### src/rtl/krs_pkg.sv
`timescale 1ns / 1ps
`default_nettype none

package krs_pkg;

  localparam int unsigned KEY_W    = 56;
  localparam int unsigned STATUS_W = 2;
  localparam int unsigned MOVES_W  = 3;
  localparam int unsigned OCC_W    = 4;

  typedef enum logic [0:0] {
    ACT_PUSH   = 1'b0,
    ACT_REMOVE = 1'b1
  } action_e;

  typedef enum logic [STATUS_W-1:0] {
    ST_PUSHED    = 2'd0,
    ST_FULL      = 2'd1,
    ST_REMOVED   = 2'd2,
    ST_NOT_FOUND = 2'd3
  } status_e;

  // Clear every byte after the first zero byte, top byte first.
  function automatic logic [KEY_W-1:0] norm_key(input logic [KEY_W-1:0] k);
    logic [KEY_W-1:0] r;
    logic             live;
    r    = '0;
    live = 1'b1;
    for (int b = 6; b >= 0; b--) begin
      if (k[b*8 +: 8] == 8'h00) live = 1'b0;
      if (live) r[b*8 +: 8] = k[b*8 +: 8];
    end
    return r;
  endfunction

endpackage

`default_nettype wire

### src/rtl/krs_mem.sv
`timescale 1ns / 1ps
`default_nettype none

// One write port, one read port, registered read data.
module krs_mem #(
  parameter int unsigned DEPTH  = 8,
  parameter int unsigned DATA_W = 56,
  localparam int unsigned ADDR_W = (DEPTH > 1) ? $clog2(DEPTH) : 1
) (
  input  wire logic              clk_i,
  input  wire logic              we_i,
  input  wire logic [ADDR_W-1:0] waddr_i,
  input  wire logic [DATA_W-1:0] wdata_i,
  input  wire logic              re_i,
  input  wire logic [ADDR_W-1:0] raddr_i,
  output logic      [DATA_W-1:0] rdata_o
);

  logic [DATA_W-1:0] mem_q [DEPTH];

  always_ff @(posedge clk_i) begin
    if (we_i) begin
      mem_q[waddr_i] <= wdata_i;
    end
  end

  always_ff @(posedge clk_i) begin
    if (re_i) begin
      rdata_o <= mem_q[raddr_i];
    end
  end

endmodule

`default_nettype wire

### src/rtl/keyed_removal_stack.sv
`timescale 1ns / 1ps
`default_nettype none

// keyed_removal_stack: bounded stack of 56-bit keys with search-and-remove.
// Input channel (in_valid_i / in_stall_o) carries action_i and plate_key_i;
// a beat is taken when valid is high and stall is low. Keys are cut at their
// first zero byte before storing or comparing.
// Output channel (out_valid_o / out_stall_i) returns one beat per input beat:
// status_o, moves_o, occupancy_o, held steady while the receiver stalls.
// A push writes memory on acceptance if not full, then S_RESP loads the result
// register. A remove walks the entries: the search from the bottom to the
// match, then the compaction to the top. Every entry read uses the single
// memory read port and the shared comparator. in_stall_o is high while an
// item is in progress. The next beat is taken the cycle after the result
// register loads.
// A finished result waits in the sequencer until the output register is free,
// so a stalled receiver holds the block back by that much.
// Reset empties the stack and clears the output valid; stored keys are left
// as they were and are never read beyond the fill count.
module keyed_removal_stack
  import krs_pkg::*;
#(
  parameter int unsigned DEPTH = 8
) (
  input  wire logic                clk_i,
  input  wire logic                rst_ni,
  input  wire logic                in_valid_i,
  output logic                     in_stall_o,
  input  wire logic                action_i,
  input  wire logic [KEY_W-1:0]    plate_key_i,
  output logic                     out_valid_o,
  input  wire logic                out_stall_i,
  output logic      [STATUS_W-1:0] status_o,
  output logic      [MOVES_W-1:0]  moves_o,
  output logic      [OCC_W-1:0]    occupancy_o
);

  localparam int unsigned IDX_W = (DEPTH > 1) ? $clog2(DEPTH) : 1;
  localparam int unsigned CNT_W = $clog2(DEPTH + 1);
  localparam logic [CNT_W-1:0] CNT_FULL = CNT_W'(DEPTH);

  // Sequencer states, one-hot.
  typedef enum logic [5:0] {
    S_IDLE = 6'b000001,
    S_SRD  = 6'b000010,  // search: read entry
    S_SCMP = 6'b000100,  // search: compare entry
    S_CRD  = 6'b001000,  // compact: read entry
    S_CCMP = 6'b010000,  // compact: compare, keep or drop
    S_RESP = 6'b100000   // hand result to output register
  } state_e;

  state_e state_q, state_d;

  logic [CNT_W-1:0]    count_q, count_d;   // fill count
  logic [CNT_W-1:0]    idx_q, idx_d;       // read pointer
  logic [CNT_W-1:0]    wr_q, wr_d;         // compaction write pointer
  logic [MOVES_W-1:0]  moves_q, moves_d;
  status_e             res_q, res_d;
  logic [KEY_W-1:0]    key_q, key_d;

  logic                out_valid_q, out_valid_d;
  logic [STATUS_W-1:0] status_q, status_d;
  logic [MOVES_W-1:0]  omoves_q, omoves_d;
  logic [OCC_W-1:0]    occ_q, occ_d;

  logic                in_beat;
  logic                out_free;
  logic [KEY_W-1:0]    in_key;
  logic                hit;
  logic [CNT_W+3:0]    cnt_ext;

  logic                mem_we;
  logic [IDX_W-1:0]    mem_waddr;
  logic [KEY_W-1:0]    mem_wdata;
  logic                mem_re;
  logic [KEY_W-1:0]    mem_rdata;

  assign in_stall_o = (state_q != S_IDLE);
  assign in_beat    = in_valid_i && !in_stall_o;
  assign out_free   = !out_valid_q || !out_stall_i;
  assign in_key     = norm_key(plate_key_i);
  assign hit        = (mem_rdata == key_q);   // the shared comparator

  krs_mem #(
    .DEPTH (DEPTH),
    .DATA_W(KEY_W)
  ) u_mem (
    .clk_i  (clk_i),
    .we_i   (mem_we),
    .waddr_i(mem_waddr),
    .wdata_i(mem_wdata),
    .re_i   (mem_re),
    .raddr_i(idx_q[IDX_W-1:0]),
    .rdata_o(mem_rdata)
  );

  always_comb begin
    state_d   = state_q;
    count_d   = count_q;
    idx_d     = idx_q;
    wr_d      = wr_q;
    moves_d   = moves_q;
    res_d     = res_q;
    key_d     = key_q;
    mem_we    = 1'b0;
    mem_waddr = wr_q[IDX_W-1:0];
    mem_wdata = mem_rdata;
    mem_re    = 1'b0;

    case (state_q)
      S_IDLE: begin
        if (in_beat) begin
          key_d   = in_key;
          idx_d   = '0;
          moves_d = '0;
          if (action_e'(action_i) == ACT_PUSH) begin
            state_d = S_RESP;
            if (count_q == CNT_FULL) begin
              res_d = ST_FULL;
            end else begin
              // Push lands straight in the top slot.
              mem_we    = 1'b1;
              mem_waddr = count_q[IDX_W-1:0];
              mem_wdata = in_key;
              count_d   = count_q + 1'b1;
              res_d     = ST_PUSHED;
            end
          end else begin
            state_d = S_SRD;
          end
        end
      end
      S_SRD: begin
        if (idx_q == count_q) begin
          res_d   = ST_NOT_FOUND;
          state_d = S_RESP;
        end else begin
          mem_re  = 1'b1;
          state_d = S_SCMP;
        end
      end
      S_SCMP: begin
        idx_d = idx_q + 1'b1;
        if (hit) begin
          wr_d    = idx_q;   // first match: compaction writes from here
          state_d = S_CRD;
        end else begin
          state_d = S_SRD;
        end
      end
      S_CRD: begin
        if (idx_q == count_q) begin
          count_d = wr_q;
          res_d   = ST_REMOVED;
          state_d = S_RESP;
        end else begin
          mem_re  = 1'b1;
          state_d = S_CCMP;
        end
      end
      S_CCMP: begin
        idx_d = idx_q + 1'b1;
        if (!hit) begin
          mem_we = 1'b1;
          wr_d   = wr_q + 1'b1;
          if (moves_q != '1) moves_d = moves_q + 1'b1;
        end
        state_d = S_CRD;
      end
      S_RESP: begin
        if (out_free) state_d = S_IDLE;
      end
      default: begin
        state_d = S_IDLE;
      end
    endcase
  end

  // Output register: occupancy saturates at the field's top.
  assign cnt_ext = {4'b0000, count_q};

  always_comb begin
    out_valid_d = out_valid_q;
    status_d    = status_q;
    omoves_d    = omoves_q;
    occ_d       = occ_q;
    if (out_valid_q && !out_stall_i) out_valid_d = 1'b0;
    if (state_q == S_RESP && out_free) begin
      out_valid_d = 1'b1;
      status_d    = res_q;
      omoves_d    = (res_q == ST_REMOVED) ? moves_q : '0;
      occ_d       = (cnt_ext > (CNT_W + 4)'(15)) ? 4'hF : cnt_ext[OCC_W-1:0];
    end
  end

  always_ff @(posedge clk_i or negedge rst_ni) begin
    if (!rst_ni) begin
      state_q     <= S_IDLE;
      count_q     <= '0;
      out_valid_q <= 1'b0;
    end else begin
      state_q     <= state_d;
      count_q     <= count_d;
      out_valid_q <= out_valid_d;
    end
  end

  always_ff @(posedge clk_i) begin
    idx_q    <= idx_d;
    wr_q     <= wr_d;
    moves_q  <= moves_d;
    res_q    <= res_d;
    key_q    <= key_d;
    status_q <= status_d;
    omoves_q <= omoves_d;
    occ_q    <= occ_d;
  end

  assign out_valid_o = out_valid_q;
  assign status_o    = status_q;
  assign moves_o     = omoves_q;
  assign occupancy_o = occ_q;

`ifndef ASSERT_OFF
  a_count_bound: assert property (@(posedge clk_i) disable iff (!rst_ni)
    count_q <= CNT_FULL)
    else $error("fill count beyond depth");

  a_compact_order: assert property (@(posedge clk_i) disable iff (!rst_ni)
    (state_q == S_CCMP) |-> (wr_q < idx_q))
    else $error("compaction write pointer overtook read pointer");

  a_beat_busy: assert property (@(posedge clk_i) disable iff (!rst_ni)
    in_beat |=> (state_q != S_IDLE))
    else $error("sequencer idle after accepting a beat");

  a_result_src: assert property (@(posedge clk_i) disable iff (!rst_ni)
    $rose(out_valid_o) |-> $past(state_q == S_RESP))
    else $error("result raised outside response state");
`endif

endmodule

`default_nettype wire

### config.mk
export PLATFORM = sky130hd
export DESIGN_NAME = keyed_removal_stack
export DESIGN_NICKNAME = d
export VERILOG_FILES = /design/src/rtl/krs_pkg.sv /design/src/rtl/krs_mem.sv /design/src/rtl/keyed_removal_stack.sv
export SDC_FILE = /design/constraint.sdc
export NUM_CORES = 1
export LEC_CHECK = 0
export BUFFER_PORTS_ARGS = -buffer_cell sky130_fd_sc_hd__buf_2
export CORE_ASPECT_RATIO = 1.4
export CORE_MARGIN = 1.5
export CORE_UTILIZATION = 67
export CTS_BUF_LIST = sky130_fd_sc_hd__clkbuf_4 sky130_fd_sc_hd__clkbuf_8 sky130_fd_sc_hd__clkbuf_16
export DETAILED_ROUTE_END_ITERATION = 10
export PLACE_DENSITY = 0.85
export SYNTH_ARGS = -nofsm -noshare
export SYNTH_HDL_FRONTEND = slang
export SYNTH_SLANG_ARGS = --single-unit
### constraint.sdc
create_clock -name clk_i -period 13.49 [get_ports clk_i]
set_input_delay 0.6745 -clock clk_i [delete_from_list [all_inputs] [get_ports clk_i]]
set_output_delay 0.6745 -clock clk_i [all_outputs]
set_load 0.02 [all_outputs]
==> metrics.md <==
| Metric | Value |
|---|---|
| P_int | `between 3 and 4 mW` |
| Reg clk slew, reported paths | `roughly 0.07 ns` |
| Met2 GRT Util | `0.482` |
| Antenna viol nets, final | `0` |
| Final worst-path cycle share | `0.285` |
| First-pass GRT wire length | `74.3 mm` |
| CP arrival | `a little over 4 ns` |
| Row cnt | `81` |
| Synth area leaders | `edfxtp_1 (74%), mux4_2 (11%), mux2_2 (4.5%)` |
| Reg2reg path depth | `7` |
| CTS Buffer Depth | `3` |
| Combinational cell fraction of total power | `0.249` |
| Gr usage total | `0.283` |
| Starting Density | `0.679` |
| Mean Syn Cell Area | `between 20 and 25 µm²` |
| Finished Layout Cells | `around 1700` |
| Power Total | `5.12 mW` |
| Seq pwr share | `0.476` |
| CTS Buf Count | `50` |
| Post-synthesis simple-gate area fraction | `0.0495` |
| Clock power frac | `0.275` |
| R2R Setup Slk | `around 9.6 ns` |
| M3 GR Usage | `0.0372` |
| Dominant cell type by area after synthesis | `edfxtp_1` |
| Min-Delay Path Class | `input pin to flop` |
| HPWL Detailed | `26.2 mm` |
| Synth cell types | `51` |
| Clock Tree Root | `clkbuf_16` |
| Synthesized area | `~24000 µm²` |
| Area Overhead vs Synth | `10.6%` |
| Antenna violations before repair | `0` |
| Setup Viol. Count Final | `0` |
| Fin. max-slew vios | `0` |
| Vias | `between 10000 and 15000` |
| Clock Skews | `0.0232 ns` |
| Tmin final | `approximately 3.8 ns` |
| Mapped Cells | `1162` |
| Final wirelength | `about 50 mm` |
| Final worst slack | `slightly below 10 ns` |
| Clock Sinks | `a little under 600` |
| Startpoint types | `flop` |
| WL/cell | `approximately 28 µm` |
| Met1 usage | `0.369` |
| Sw Share | `0.274` |
| Number of synthesized register bits | `593` |
| PwrDens | `between 150 and 200 nW/µm²` |
| H-tree Lvls | `2` |
| Rel. slew slack | `0.306` |
| DR vias/cell | `6.62` |
| Largest family of logic cells by synthesized area | `multiplexers` |
| Final hold violations | `0` |
| RSZ-0062 raised after global routing | `false` |
| Core Footprint | `approximately 35000 µm²` |
| Crit path capture type | `flop` |
| Critical path fanouts, max | `56` |
| NetSw | `~1.4 mW` |
| Yosys warnings | `0` |
| Nets | `approximately 1300` |
| Max IR drop VDD | `0.446 mV` |
| Worst EP required | `13.67 ns` |
| Detailed Route Iter0 Violations | `~1200` |
| Mux contribution to synthesized area | `0.152` |
| Dpl ws | `just under 10 ns` |
| Post-Synth Adder-Cell Area | `0.00317` |
| Placed cells | `between 1500 and 2000` |
| Number of global-route vias before repair | `12200` |
| Residual DRC count | `0` |
| Maxcap violations | `0` |
| Worst-margin pin slew | `~1.0 ns` |
| Die width | `between 150 and 200 µm` |
| Worst skew pair latency | `roughly 0.58 ns` |
| GRT overflow | `0` |
| Sequential share of the synthesized area | `0.750` |
| Die height | `around 230 µm` |
| Peak Freq | `approximately 260 MHz` |
| Syn Nets | `1229` |
| Port-buffer cells | `71` |
| Antenna Cells | `0` |
| Die area | `between 30000 and 40000 µm²` |
| Synth top area share | `0.739` |
| Worst Path Class, Setup | `flop to flop` |
| Placer congestion estimate | `0.816` |
| Grt peak-use layer | `met2` |
| Post-CTS Setup Repair Bufs | `0` |
| Setup TNS | `0 ns` |
| Pleak | `8.42 nW` |
| Synth Area in Compound Gates | `0.0105` |
| Top FF cell, synth | `edfxtp_1` |
| DR pass1 iterations | `5` |
| Status | `complete, no violations` |
| Xor and xnor fraction of the mapped netlist area | `0.0237` |
| Post-synth ARST share | `0.0185` |
| Layout cell share with drive strength beyond 1 | `0.321` |
| Largest net degree at the start of global routing | `118` |
| Post-synth EDFFs | `approximately 580` |
| CTS tree | `built` |
| Hold Path Stages | `1` |
| Io pins | `72` |
[metal layers]
metal	routed length, µm	vias up
li1	-	4843
met1	18200	6010
met2	25800	606
met3	3460	113
met4	2010	0
met5	0	-
[cells in the mapped netlist, types with 13 or more instances]
cell type,instances
nor4_1,13
clkbuf_1,26
edfxtp_1,582
mux4_2,112
xnor2_1,58
and2_1,44
nand2_1,47
nor2_1,21
nand4_1,15
buf_2,13
mux2_2,95
[power groups by stage]
stage / logic (mW) / registers (mW) / clock network [mW]
5_1_grt: 1.36 / 2.45 / 1.48
2_1_floorplan: 0.939 / 2.46 / 0
3_3_place_gp: 1.24 / 2.46 / 0
3_5_place_dp: 1.28 / 2.47 / 0
6_report: 1.28 / 2.44 / 1.41
4_1_cts: 1.29 / 2.44 / 1.42
[worst paths after layout]
check | startpoint | to
worst max-delay path | u_mem.rdata_o[15] | u_mem.mem_q[7][27]
worst min-delay path | plate_key_i[50] | key_q[50]
worst max register to register | u_mem.rdata_o[15] | u_mem.mem_q[7][27]
worst min register to register | res_q[0] | status_o[0]
max in group asynchronous | rst_ni | state_q[0]
min in group asynchronous | rst_ni | state_q[2]
[cells by family after synthesis]
family / count (synthesis)
compound gates: 33
xor+xnor: 64
fa+ha+maj: 6
buf+inv: 58
flops: 593
mux: 207
simple gates: 201
[sequential cells by signal, summed over array words and instances, names as in the netlist]
name and count:
status_o 2, out_valid_o 1, moves_q 3, state_q 6, key_q 56, res_q 2
wr_q 4, count_q 4, u_mem.mem_q 448, moves_o 3, u_mem.rdata_o 56, idx_q 4
occupancy_o 4
[per-stage QoR]
| stage | hold slack (ns) | util | cell area, µm² |
|---|---|---|---|
| after floorplan | 0.379 | - | 23700 |
| after global placement | 0.427 | 0.705 | 24600 |
| after detailed placement | 0.439 | 0.705 | 24600 |
| after CTS | 0.310 | 0.750 | 26200 |
| after global routing | 0.312 | 0.750 | 26200 |
| final | 0.329 | 0.750 | 26200 |
[critical path, stage by stage (launching register included)]
cell,delay (ns)
edfxtp_1,0.43
xnor2_1,0.33
nand4_1,0.23
nor4_1,0.57
nand4_1,0.38
a21oi_1,0.88
nor3_2,0.11
buf_4,0.48
[cell usage in the layout, fill, tap and decap left out, drive strengths merged, types with 3 or more instances in the layout]
master / synthesis / routed
a21oi: 5 / 5
clkinv: 0 / 23
nor3b: 4 / 4
inv: 4 / 5
clkbuf: 26 / 60
or4: 6 / 6
nor3: 10 / 10
ha: 6 / 6
xnor2: 58 / 58
nand4: 15 / 15
xor2: 6 / 6
nand3: 3 / 3
nor2: 23 / 23
nand3b: 3 / 3
a31o: 8 / 8
dfrtp: 10 / 10
nand2: 47 / 47
and2: 57 / 57
and2b: 8 / 8
a31oi: 5 / 5
clkinvlp: 0 / 3
bufinv: 0 / 4
mux4: 112 / 112
edfxtp: 582 / 582
nor4: 13 / 13
mux2: 95 / 95
buf: 28 / 91
o21ai: 6 / 6
[repair_timing]
item                       CTS  global route
hold buffers                 1             0
hold endpoints to repair    10             0
gates resized for setup      0             0
setup endpoints to repair    0             0
[area by class of cell]
cell class	count	area [µm²]
Fill cell	1822	8700
Clock inverter	31	248
Sequential cell	593	17800
Tap cell	456	571
Multi-Input combinational cell	511	5710
Timing Repair Buffer	92	528
Inverter	4	15.0
Clock buffer	60	1340
Note: power is estimated with default switching activity, not from simulation.
